[src/hdl/ctc_pkg.sv]
// calendar time counter package: item types, time record and month table
// no dependencies; imported by ctc_step and calendar_time_counter
`default_nettype none

package ctc_pkg;

    localparam logic ACT_TICK = 1'b0;
    localparam logic ACT_LOAD = 1'b1;

    localparam int FLAG_SEC   = 0;
    localparam int FLAG_MIN   = 1;
    localparam int FLAG_HOUR  = 2;
    localparam int FLAG_DAY   = 3;
    localparam int FLAG_MONTH = 4;
    localparam int FLAG_YEAR  = 5;
    localparam int FLAG_W     = 6;

    localparam logic [FLAG_W-1:0] FLAGS_ALL = '1;

    localparam logic [5:0] SEC_LAST   = 6'd59;
    localparam logic [5:0] MIN_LAST   = 6'd59;
    localparam logic [4:0] HOUR_LAST  = 5'd23;
    localparam logic [2:0] WDAY_LAST  = 3'd6;
    localparam logic [3:0] MONTH_LAST = 4'd12;

    typedef struct packed {
        logic        action;
        logic [15:0] set_year;
        logic [3:0]  set_month;
        logic [4:0]  set_day;
        logic [4:0]  set_hour;
        logic [5:0]  set_minute;
        logic [5:0]  set_second;
        logic [2:0]  set_weekday;
    } in_item_t;

    typedef struct packed {
        logic [15:0]       year_now;
        logic [3:0]        month_now;
        logic [4:0]        day_now;
        logic [4:0]        hour_now;
        logic [5:0]        minute_now;
        logic [5:0]        second_now;
        logic [2:0]        weekday_now;
        logic [FLAG_W-1:0] changed_flags;
    } out_item_t;

    typedef struct packed {
        logic [15:0] year;
        logic [3:0]  month;
        logic [4:0]  day;
        logic [4:0]  hour;
        logic [5:0]  minute;
        logic [5:0]  second;
        logic [2:0]  weekday;
    } time_t;

    localparam time_t TIME_RESET = '{
        year: 16'd0, month: 4'd1, day: 5'd1, hour: 5'd0,
        minute: 6'd0, second: 6'd0, weekday: 3'd0
    };

    // months outside 1..12 take the february length
    function automatic logic [4:0] month_len(input logic [3:0] month,
                                             input logic [1:0] year_lo);
        logic [4:0] len;
        begin
            case (month) inside
                4'd1, 4'd3, 4'd5, 4'd7, 4'd8, 4'd10, 4'd12: len = 5'd31;
                4'd4, 4'd6, 4'd9, 4'd11:                    len = 5'd30;
                default: len = (year_lo == 2'd0) ? 5'd29 : 5'd28;
            endcase
            return len;
        end
    endfunction

endpackage

`default_nettype wire

[src/hdl/ctc_step.sv]
// calendar step logic: next time and changed flags for one item
// depends on ctc_pkg
`default_nettype none

module ctc_step (
    input  var ctc_pkg::time_t    cur,
    input  var ctc_pkg::in_item_t item,
    output ctc_pkg::time_t        nxt,
    output logic [5:0]            flags
);
    import ctc_pkg::*;

    logic [4:0] last_day;

    assign last_day = month_len(cur.month, cur.year[1:0]);

    always_comb
    begin
        nxt   = cur;
        flags = '0;
        if (item.action == ACT_LOAD)
        begin
            nxt.year    = item.set_year;
            nxt.month   = item.set_month;
            nxt.day     = item.set_day;
            nxt.hour    = item.set_hour;
            nxt.minute  = item.set_minute;
            nxt.second  = item.set_second;
            nxt.weekday = item.set_weekday;
            flags       = FLAGS_ALL;
        end
        else
        begin
            flags[FLAG_SEC] = 1'b1;
            if (cur.second >= SEC_LAST)
            begin
                nxt.second      = '0;
                flags[FLAG_MIN] = 1'b1;
                if (cur.minute >= MIN_LAST)
                begin
                    nxt.minute       = '0;
                    flags[FLAG_HOUR] = 1'b1;
                    if (cur.hour >= HOUR_LAST)
                    begin
                        nxt.hour        = '0;
                        flags[FLAG_DAY] = 1'b1;
                        nxt.weekday     = (cur.weekday >= WDAY_LAST) ? 3'd0
                                                                    : cur.weekday + 3'd1;
                        if (cur.day >= last_day)
                        begin
                            nxt.day           = 5'd1;
                            flags[FLAG_MONTH] = 1'b1;
                            if (cur.month >= MONTH_LAST)
                            begin
                                nxt.month        = 4'd1;
                                nxt.year         = cur.year + 16'd1;
                                flags[FLAG_YEAR] = 1'b1;
                            end
                            else
                            begin
                                nxt.month = cur.month + 4'd1;
                            end
                        end
                        else
                        begin
                            nxt.day = cur.day + 5'd1;
                        end
                    end
                    else
                    begin
                        nxt.hour = cur.hour + 5'd1;
                    end
                end
                else
                begin
                    nxt.minute = cur.minute + 6'd1;
                end
            end
            else
            begin
                nxt.second = cur.second + 6'd1;
            end
        end
    end

endmodule

`default_nettype wire

[src/hdl/calendar_time_counter.sv]
// calendar time counter top level: input register, calendar state, result register
// depends on ctc_pkg and ctc_step
//
//   channel | direction | handshake           | payload
//   src     | in        | src_valid/src_stall | src_item (in_item_t)
//   res     | out       | res_valid/res_stall | res_item (out_item_t)
//
// one item per cycle sustained while res_stall is low; a taken item is held in the input register, then
// the calendar state updates as the item moves from the input register to the result
// reset puts the time at year 0, january 1, 00:00:00, sunday
// src_stall rises only when both registers are full and res_stall is high
`default_nettype none

module calendar_time_counter (
    input  var logic              clk,
    input  var logic              rst_n,
    input  var logic              src_valid,
    output logic                  src_stall,
    input  var ctc_pkg::in_item_t src_item,
    output logic                  res_valid,
    input  var logic              res_stall,
    output ctc_pkg::out_item_t    res_item
);
    import ctc_pkg::*;

    in_item_t  in_item_reg;
    logic      in_valid_reg;
    out_item_t res_item_reg;
    logic      res_valid_reg;
    time_t     time_reg;
    time_t     time_next;
    logic [FLAG_W-1:0] flags_next;
    logic      res_free;
    logic      advance;
    logic      take;

    assign res_free  = !res_valid_reg || !res_stall;
    assign advance   = in_valid_reg && res_free;
    assign src_stall = in_valid_reg && !res_free;
    assign take      = src_valid && !src_stall;

    ctc_step u_step (
        .cur   (time_reg),
        .item  (in_item_reg),
        .nxt   (time_next),
        .flags (flags_next)
    );

    always_ff @(posedge clk or negedge rst_n)
    begin
        if (!rst_n)
        begin
            in_valid_reg  <= 1'b0;
            res_valid_reg <= 1'b0;
            time_reg      <= TIME_RESET;
        end
        else
        begin
            if (take)
                in_valid_reg <= 1'b1;
            else if (advance)
                in_valid_reg <= 1'b0;
            if (advance)
                res_valid_reg <= 1'b1;
            else if (!res_stall)
                res_valid_reg <= 1'b0;
            if (advance)
                time_reg <= time_next;
        end
    end

    always_ff @(posedge clk)
    begin
        if (take)
            in_item_reg <= src_item;
        if (advance)
        begin
            res_item_reg.year_now      <= time_next.year;
            res_item_reg.month_now     <= time_next.month;
            res_item_reg.day_now       <= time_next.day;
            res_item_reg.hour_now      <= time_next.hour;
            res_item_reg.minute_now    <= time_next.minute;
            res_item_reg.second_now    <= time_next.second;
            res_item_reg.weekday_now   <= time_next.weekday;
            res_item_reg.changed_flags <= flags_next;
        end
    end

    assign res_valid = res_valid_reg;
    assign res_item  = res_item_reg;

    // the second flag is set on every item
    a_sec_flag: assert property (@(posedge clk) disable iff (!rst_n)
        res_valid |-> res_item.changed_flags[FLAG_SEC])
        else $error("second flag clear on a result");

    // carries form an unbroken run from the second upward
    a_flag_run: assert property (@(posedge clk) disable iff (!rst_n)
        res_valid |-> ((res_item.changed_flags
                        & (res_item.changed_flags + 6'd1)) == 6'd0))
        else $error("changed flags not contiguous");

    // the emitted time is the stored time
    a_state_echo: assert property (@(posedge clk) disable iff (!rst_n)
        advance |=> (time_reg.second == res_item.second_now)
                    && (time_reg.day == res_item.day_now)
                    && (time_reg.year == res_item.year_now))
        else $error("result time differs from calendar state");

endmodule

`default_nettype wire
[config.mk]
export PLATFORM = sky130hd
export DESIGN_NAME = calendar_time_counter
export DESIGN_NICKNAME = d
export VERILOG_FILES = /design/src/hdl/ctc_pkg.sv /design/src/hdl/ctc_step.sv /design/src/hdl/calendar_time_counter.sv
export SDC_FILE = /design/constraint.sdc
export NUM_CORES = 1
export LEC_CHECK = 0
export ABC_AREA = 1
export BUFFER_PORTS_ARGS = -buffer_cell sky130_fd_sc_hd__buf_2
export CORE_ASPECT_RATIO = 0.75
export CORE_MARGIN = 5
export CORE_UTILIZATION = 33
export DETAILED_ROUTE_END_ITERATION = 16
export GPL_ROUTABILITY_DRIVEN = 0
export SETUP_SLACK_MARGIN = 0.4
export SLEW_MARGIN = 0
export SYNTH_ARGS = -nofsm -noshare
export SYNTH_HDL_FRONTEND = slang
export SYNTH_HIERARCHICAL = 1
export SYNTH_SLANG_ARGS = --single-unit
export TNS_END_PERCENT = 1
[constraint.sdc]
create_clock -name clk -period 3.5 [get_ports clk]
set_input_delay 0.525 -clock clk [delete_from_list [all_inputs] [get_ports clk]]
set_output_delay 0.525 -clock clk [all_outputs]
set_load 0.05 [all_outputs]
==> metrics.txt <==
setup_tns=0 ps; final setup fails=0; drt pass-1 iters=5; share of layout cells above drive strength 1=21.62%; row cnt=44; Clock transition at path regs=about 70 ps; Initial Util=between 30% and 40%; library cells used by synthesis=42; Buffers on Ports=102; Max-Cap Viols=0; first-pass GRT wire length=around 28000 um; RSZ-0062 raised after global routing=no; Async S/R FF share, synth=approximately 33%; synthesis-stage register bit count=~140; core area=about 20000 um^2; depth of the most critical reg-to-reg path=18; crit-path max FO=8; Mean Syn Cell Area=9.870 um^2; Largest stage delay, worst path=a little under 600 ps; max FFs per register=51; initial antenna violation count=0; number of global-route vias before repair=5086; Hold WS=between 200 and 250 ps; drt total wl=16930 um; Final Max Tran Viols=0; Mapped Nets=about 730; initial drt markers=a little under 400; fin nets=842; synth-to-layout area growth=20.79%; worst hold path type=input pin to async pin; Fillers=~1.9k; Diodes inserted=0; die width=173.5 um; static leakage=3.619 nW; CTS tree=done; Arr. time, crit path=3260 ps; Max Buffers Root-to-Sink=2; Worst Setup Start Kind=register; non-filler cells, final=1044; # IOs=about 100; worst-margin pin slew=approximately 900 ps; GRT Residual Overflow=0; antenna viol nets, final=0; Seq/Total Area, Yosys=about three fifths; Critical Path RT=3860 ps; status=completed; mapped cell area=about 6600 um^2; critical path, cell by cell=inv_2 -> ha_2 -> a211oi_2 -> nor2_1 -> a31o_2 -> ha_1 -> inv_1 -> nand2_1 -> nand2_1 -> nand2_2 -> nand2_4 -> nor2_4 -> nand2_2 -> nand2_1 -> nand2_1 -> o21ai_1 -> nand3_1 -> nand2_1; Fmax=around 340 MHz; CP dominant cell by count=nand2_1; top cells by area, synth=edfxtp_1 44%, dfrtp_1 17%, nand2_1 13%, nand3_1 7.3%, inv_1 2.8%; H-tree Lvls=4; clk_lat worst skew=~430 ps; slew margin rel.=between 30% and 40%; dpl cell area=between 7000 and 8000 um^2; post-synth top area share=44.05%; Vias=roughly 5k; Clock Sinks=approximately 140; CTS Hold Buffers Added=0; number of CTS-inserted buffers=17; final worst path period need=slightly below 3000 ps; Hold Vio Cnt, Final=0; Root Buffer Master=clkbuf_16; slowest CP cell=dfstp_2; Final Cycle Share=approximately 83%; fin worst setup slack=600.2 ps; placed instance count=1009; largest area contributor in the netlist=edfxtp_1; die area=roughly 23000 um^2; maximum VDD drop=between 300 and 400 uV; All-Layer GR Usage=between 10% and 20%; yosys warns=6; design area=between 7000 and 8000 um^2; Die Y=about 130 um; vias per std cell=4.800; power density over cell area=around 620 nW/um^2; number of remaining DRC errors=0; pre-CTS WS=roughly 460 ps; EDFF count, synth=just under 100; HPWL after DPL=roughly 11000 um; crit path capture type=register; largest net degree at the start of global routing=a little over 50; ys flop type=edfxtp_1; critical path class=register to register; DR WL/cell=16.22 um; skew final=between 10 and 15 ps; cells after synthesis=between 600 and 700
Yosys cell counts, drive strengths merged (3+ instances only):
cell type	number
clkbuf	7
edfxtp	97
nand3	98
o211ai	3
xor2	3
ha	14
nand2	225
nand4	7
nor2	44
inv	52
buf	18
a21oi	7
a31oi	3
xnor2	3
nor3	4
o21ai	24
dfrtp	45
cell families (layout without fill, tap and decap cells):
group                      after synthesis  after routing  synth area share [%]
and+or+nand+nor                        379            379                 24.77
other                                    1              1               0.05671
xor gates and xnor gates                 6              6                0.7948
DFF                                    144            144                 61.87
muxes                                    1              1                0.1514
AOI/OAI and AO/OA                       46             46                 4.125
buffers and inverters                   79            200                 5.582
adders and majority gates               14             14                 2.649
per-stage QoR:
stage | util, % | total power [mW]
after detailed placement | 37.62 | 3.189
after global placement | 37.62 | 3.175
after CTS | 40.57 | 5.015
final | 40.87 | 4.979
after global routing | 40.87 | 5.243
after floorplan | - | 2.922
worst paths after layout:
check | slack, ps | end | startpoint
setup / recovery | 600 | time_reg[30]$_DFFE_PN0P_ | time_reg[25]$_DFFE_PN1P_
hold / removal | 230 | time_reg[36]$_DFFE_PN0P_ | rst_n
setup reg to reg | 600 | time_reg[30]$_DFFE_PN0P_ | time_reg[25]$_DFFE_PN1P_
hold reg to reg | 480 | time_reg[19]$_DFFE_PN0P_ | time_reg[19]$_DFFE_PN0P_
max in group asynchronous | 2470 | time_reg[25]$_DFFE_PN1P_ | rst_n
min in group clk | 270 | in_item_reg[45]$_DFFE_PP_ | src_item[45]
cells in the final DEF (no fill, tap or decap), types with 2 or more instances in the layout:
| cell type | n |
|---|---|
| o21ai_1 | 5 |
| o21ai_0 | 18 |
| nand2_2 | 5 |
| buf_2 | 102 |
| nor2_4 | 2 |
| clkinvlp_4 | 2 |
| nand2_4 | 2 |
| dfstp_2 | 2 |
| edfxtp_1 | 97 |
| clkinv_1 | 6 |
| clkinv_2 | 6 |
| a31oi_1 | 3 |
| nor3_1 | 3 |
| a21oi_1 | 6 |
| inv_1 | 47 |
| a22o_1 | 2 |
| nand4_1 | 7 |
| xnor2_1 | 3 |
| dfrtp_1 | 45 |
| nor2_1 | 37 |
| buf_6 | 2 |
| nand2_1 | 218 |
| clkbuf_16 | 17 |
| buf_4 | 9 |
| bufinv_16 | 3 |
| ha_1 | 13 |
| nand3_1 | 96 |
| o211ai_1 | 3 |
| inv_2 | 5 |
| o21bai_1 | 2 |
| nor2_2 | 5 |
| xor2_1 | 3 |
critical path, delay by kind of cell, from the launching register on:
kind / cells / cell delay, ps
simple gates: 11 / 1060
fa+ha+maj: 2 / 460
buf+inv: 2 / 100
compound gates: 3 / 620
flops: 1 / 590
power by group:
group	total, mW	switching (mW)	internal [mW]	leakage, nW
combinational	0.926	0.659	0.266	1.81
sequential	2.25	0.174	2.07	1.52
clock	1.81	0.708	1.10	0.282
layout make-up:
cell class	count	area, um^2	share of cell area, %
clock inverter	15	150.1	1.880
multi-input combinational	447	2181	27.30
timing repair buffer	114	620.6	7.769
inverter	54	202.7	2.538
tap	253	316.6	3.963
clock buffer	17	425.4	5.326
sequential	144	4091	51.22
repair_timing:
action / CTS / global route
endpoints found under the setup margin: 0 / 34
setup buffers: 0 / 2
resized for setup: 0 / 13
per-layer routing:
layer / GRT usage [%] / share of wire [%]
met2: 22.35 / 42
met5: 0 / 0
met3: 4.621 / 6.5
met4: 4.608 / 1.2
met1: 22.03 / 50
Power figures use the tool's default switching activity.
